===== src/rtl/pnpp_mul_unit.sv =====
// ----------------------------------------------------------------------------
// pnpp_mul_unit
// Shared signed multiplier with a registered product.
// ----------------------------------------------------------------------------
module pnpp_mul_unit #(
    parameter int MW = 26
) (
    input  logic                   i_clk,
    input  logic signed [MW-1:0]   i_a,
    input  logic signed [MW-1:0]   i_b,
    output logic signed [2*MW-1:0] o_prod
);

    logic signed [2*MW-1:0] r_prod;

    always_ff @(posedge i_clk) begin
        r_prod <= i_a * i_b;
    end

    assign o_prod = r_prod;

endmodule


===== config.mk =====
export PLATFORM = sky130hd
export DESIGN_NAME = pnpp_mul_unit
export DESIGN_NICKNAME = d
export VERILOG_FILES = /design/src/rtl/pnpp_mul_unit.sv
export SDC_FILE = /design/constraint.sdc
export NUM_CORES = 2
export LEC_CHECK = 0
export BUFFER_PORTS_ARGS = -buffer_cell sky130_fd_sc_hd__buf_2
export CORE_MARGIN = 8
export CORE_UTILIZATION = 50
export DETAILED_ROUTE_END_ITERATION = 8
export GPL_TIMING_DRIVEN = 0
export HOLD_SLACK_MARGIN = 0.1
export PLACE_DENSITY = 0.7
export SLEW_MARGIN = 15
export SYNTH_ARGS = -nofsm -noshare
export SYNTH_HDL_FRONTEND = slang
export SYNTH_SLANG_ARGS = --single-unit

===== constraint.sdc =====
create_clock -name i_clk -period 9.4 [get_ports i_clk]
set_input_delay 0.94 -clock i_clk [delete_from_list [all_inputs] [get_ports i_clk]]
set_output_delay 0.94 -clock i_clk [all_outputs]
set_load 0.02 [all_outputs]

==> metrics.md <==
| Metric | Value |
|---|---|
| Vertical die dimension | 242 um |
| Number of hold-slack violations in the final timing report | 0 |
| Antenna violation net count after detailed routing | 0 |
| Yosys reg bits | 52 |
| Headroom to the max-slew limit | 0.363 |
| Largest stage delay on the critical path | 750 ps |
| Post-synth EDFFs | 0 |
| Post-cts repair resize count | 0 |
| Fraction of final layout cells sized beyond drive strength 1 | 0.0422 |
| Final wirelength | ~80000 um |
| Synthesized area per cell | around 9.3 um2 |
| Worst Path Max Fanout | 10 |
| Routed wirelength normalized by instance count | 22.1 um |
| Die outline width | between 200 and 250 um |
| TritonCTS Sinks | 52 |
| Arrival @ worst endpoint | 8820 ps |
| Post-layout instance area | 27100 um2 |
| Sequential-to-total area share from yosys stat | 0.0406 |
| Most numerous cell in the Yosys netlist | sky130_fd_sc_hd__inv_1 |
| Global placement routability congestion | 1.01 |
| Vias | about 19k |
| Crit path kind | in -> reg |
| Top cells by area in the synthesized netlist | sky130_fd_sc_hd__fa_1, sky130_fd_sc_hd__inv_1, sky130_fd_sc_hd__ha_1 |
| Top Family by Delay on Critical Path | adder cells |
| Pin slew with the least headroom to its limit | 956 ps |
| Maximum buffer depth of the clock tree | 2 |
| Syn-to-layout area delta | 5.79% |
| Cell taking the most area after synthesis | sky130_fd_sc_hd__fa_1 |
| Clock tree from TritonCTS | yes |
| Most repeated library cell on the critical path | sky130_fd_sc_hd__fa_1 |
| Worst hold-check slack | 986 ps |
| CP Data Required Time | approximately 9500 ps |
| Register clock-pin slew on the reported worst setup and hold paths | 70 ps |
| RSZ-0062 raised after global routing | no |
| Total of buffers placed on input and output ports | 95 |
| Synth top cells by count | sky130_fd_sc_hd__inv_1, sky130_fd_sc_hd__fa_1, sky130_fd_sc_hd__nand2_1, sky130_fd_sc_hd__and2_1, sky130_fd_sc_hd__ha_1 |
| Count of mapped cells out of synthesis | 2763 |
| Number of flip-flops under the largest register name | 52 |
| Critical path launch point | i_a[25] |
| Cell type of the slowest stage on the worst timing path | sky130_fd_sc_hd__fa_1 |
| Router iterations before antenna repair | 8 |
| Io pins | about 110 |
| Max-slew violation count | 0 |
| Achievable frequency | 115 MHz |
| Wire length of the first global-routing pass | approximately 120000 um |
| Setup Total Neg Slack | 0 ps |
| Buffer count from post-CTS setup fixing | 0 |
| Cell-by-cell trace of the critical path | buf_2, clkbuf_1, nand2_1, inv_1, fa_1, fa_1, inv_1, fa_1, inv_1, fa_1, fa_1, fa_1, inv_1, fa_1, inv_1, ha_1, a21oi_1, o21ai_0, nor2_1, o21ai_0, a221oi_1, a21oi_1, o311ai_0 |
| Type of destination of the critical path | flop |
| Placement Cell Area | 26900 um2 |
| Buffers & Inverters on Critical Path | 7 |
| Yosys warnings | 0 |
| Startpoint kind of the worst setup timing path | input pin |
| Cell area after synthesis | roughly 26000 um2 |
| Top_reg_cell synth | sky130_fd_sc_hd__dfxtp_1 |
| Share of Yosys cell area claimed by the top area cell type | 0.555 |
| Share of the clock period used by the worst path after layout | 0.923 |
| Startpoint of the lowest-slack hold path | i_b[0] |
| Hold-fix buffers at CTS | 0 |
| Setup violations, final | 0 |
| Number of vias per cell | around 5.4 |
| Floorplan row count | 83 |
| Pre-CTS worst setup slack | 556 ps |
| Number of antenna violations at the first check in global routing | 7 |
| Via count of the first global-routing pass | 21.6k |
| CTS buffer count | 5 |
| Result of the run | finished clean |
| Type of the worst min-delay path | in -> reg |
| HPWL Detailed | 69000 um |
| Share of flip-flops with an asynchronous set or reset after synthesis | 0 |
| Final Worst Setup Slack | slightly above 700 ps |
| Nets@finish | between 3k and 4k |
| Initial Utilization | 0.502 |
| Violation count after the first detailed-route iteration | roughly 1.3k |
| # DRC | 0 |
| Number of fillers in the final layout | about 4.7k |
| Synth cell types | 54 |
| Largest net degree at the start of global routing | 19 |
| Max-cap violation count | 0 |
| All-layer global routing usage | 0.272 |
| Mapped Nets | 3672 |
| Min cycle time layout | 8680 ps |
| Final global-route overflow total | 0 |
| Clock root buffer master | sky130_fd_sc_hd__clkbuf_16 |
| Placeable core region | 51000 um2 |
| Die outline area | 58700 um2 |
| Number of levels in the clock H-tree | 2 |
==> cell families after synthesis <==
logic type                 share of synthesized area
AOI/OAI and AO/OA                             0.0417
xor gates and xnor gates                      0.0195
adders and majority gates                      0.626
buffers and inverters                          0.126
DFF                                           0.0406
and+or+nand+nor                                0.146
==> final timing paths <==
check	to	slack (ps)	cells after the start
setup / recovery	o_prod[45]$_DFF_P_	720	23
hold / removal	o_prod[0]$_DFF_P_	990	2
==> cells in the final DEF, fill, tap and decap left out, types with 5 or more instances in the layout <==
cell type	instances
sky130_fd_sc_hd__inv_1	737
sky130_fd_sc_hd__fa_1	710
sky130_fd_sc_hd__nand2_1	398
sky130_fd_sc_hd__and2_1	281
sky130_fd_sc_hd__ha_1	146
sky130_fd_sc_hd__clkbuf_1	122
sky130_fd_sc_hd__buf_2	96
sky130_fd_sc_hd__a21oi_1	55
sky130_fd_sc_hd__dfxtp_1	52
sky130_fd_sc_hd__nor2_1	50
sky130_fd_sc_hd__xnor2_1	46
sky130_fd_sc_hd__o21ai_0	25
sky130_fd_sc_hd__a21o_1	18
sky130_fd_sc_hd__nand4_1	11
sky130_fd_sc_hd__nand3_1	11
sky130_fd_sc_hd__xor2_1	11
sky130_fd_sc_hd__a211oi_1	8
sky130_fd_sc_hd__o21bai_1	8
sky130_fd_sc_hd__nand2b_1	7
sky130_fd_sc_hd__o211ai_1	7
sky130_fd_sc_hd__clkbuf_16	5
==> stage by stage <==
step | util | cells
after floorplan | - | 2763
after global placement | 0.528 | 3538
after detailed placement | 0.528 | 3538
after CTS | 0.531 | 3546
after global routing | 0.531 | 3547
final | 0.531 | 3548
==> area by class of cell <==
class                           count  area [um2]  share of cell area
Multi-Input combinational cell   1851       21300               0.788
Inverter                          737        2770               0.102
Sequential cell                    52        1040              0.0384
Tap cell                          680         851              0.0314
Timing Repair Buffer               95         475              0.0175
Buffer                            123         463              0.0171
Clock buffer                        5         125             0.00462
Clock inverter                      3        27.5             0.00102
Antenna cell                        2        5.00            0.000185
==> routing by layer <==
metal / part of all wire / vias up / GRT usage
li1: - / 8081 / -
met1: 0.36 / 10000 / 0.325
met2: 0.50 / 838 / 0.465
met3: 0.070 / 269 / 0.0341
met4: 0.075 / 0 / 0.171
met5: 0 / - / 0
Power is not shown: default switching activity piles up to over one toggle a cycle in this logic, so the estimate is an artifact.
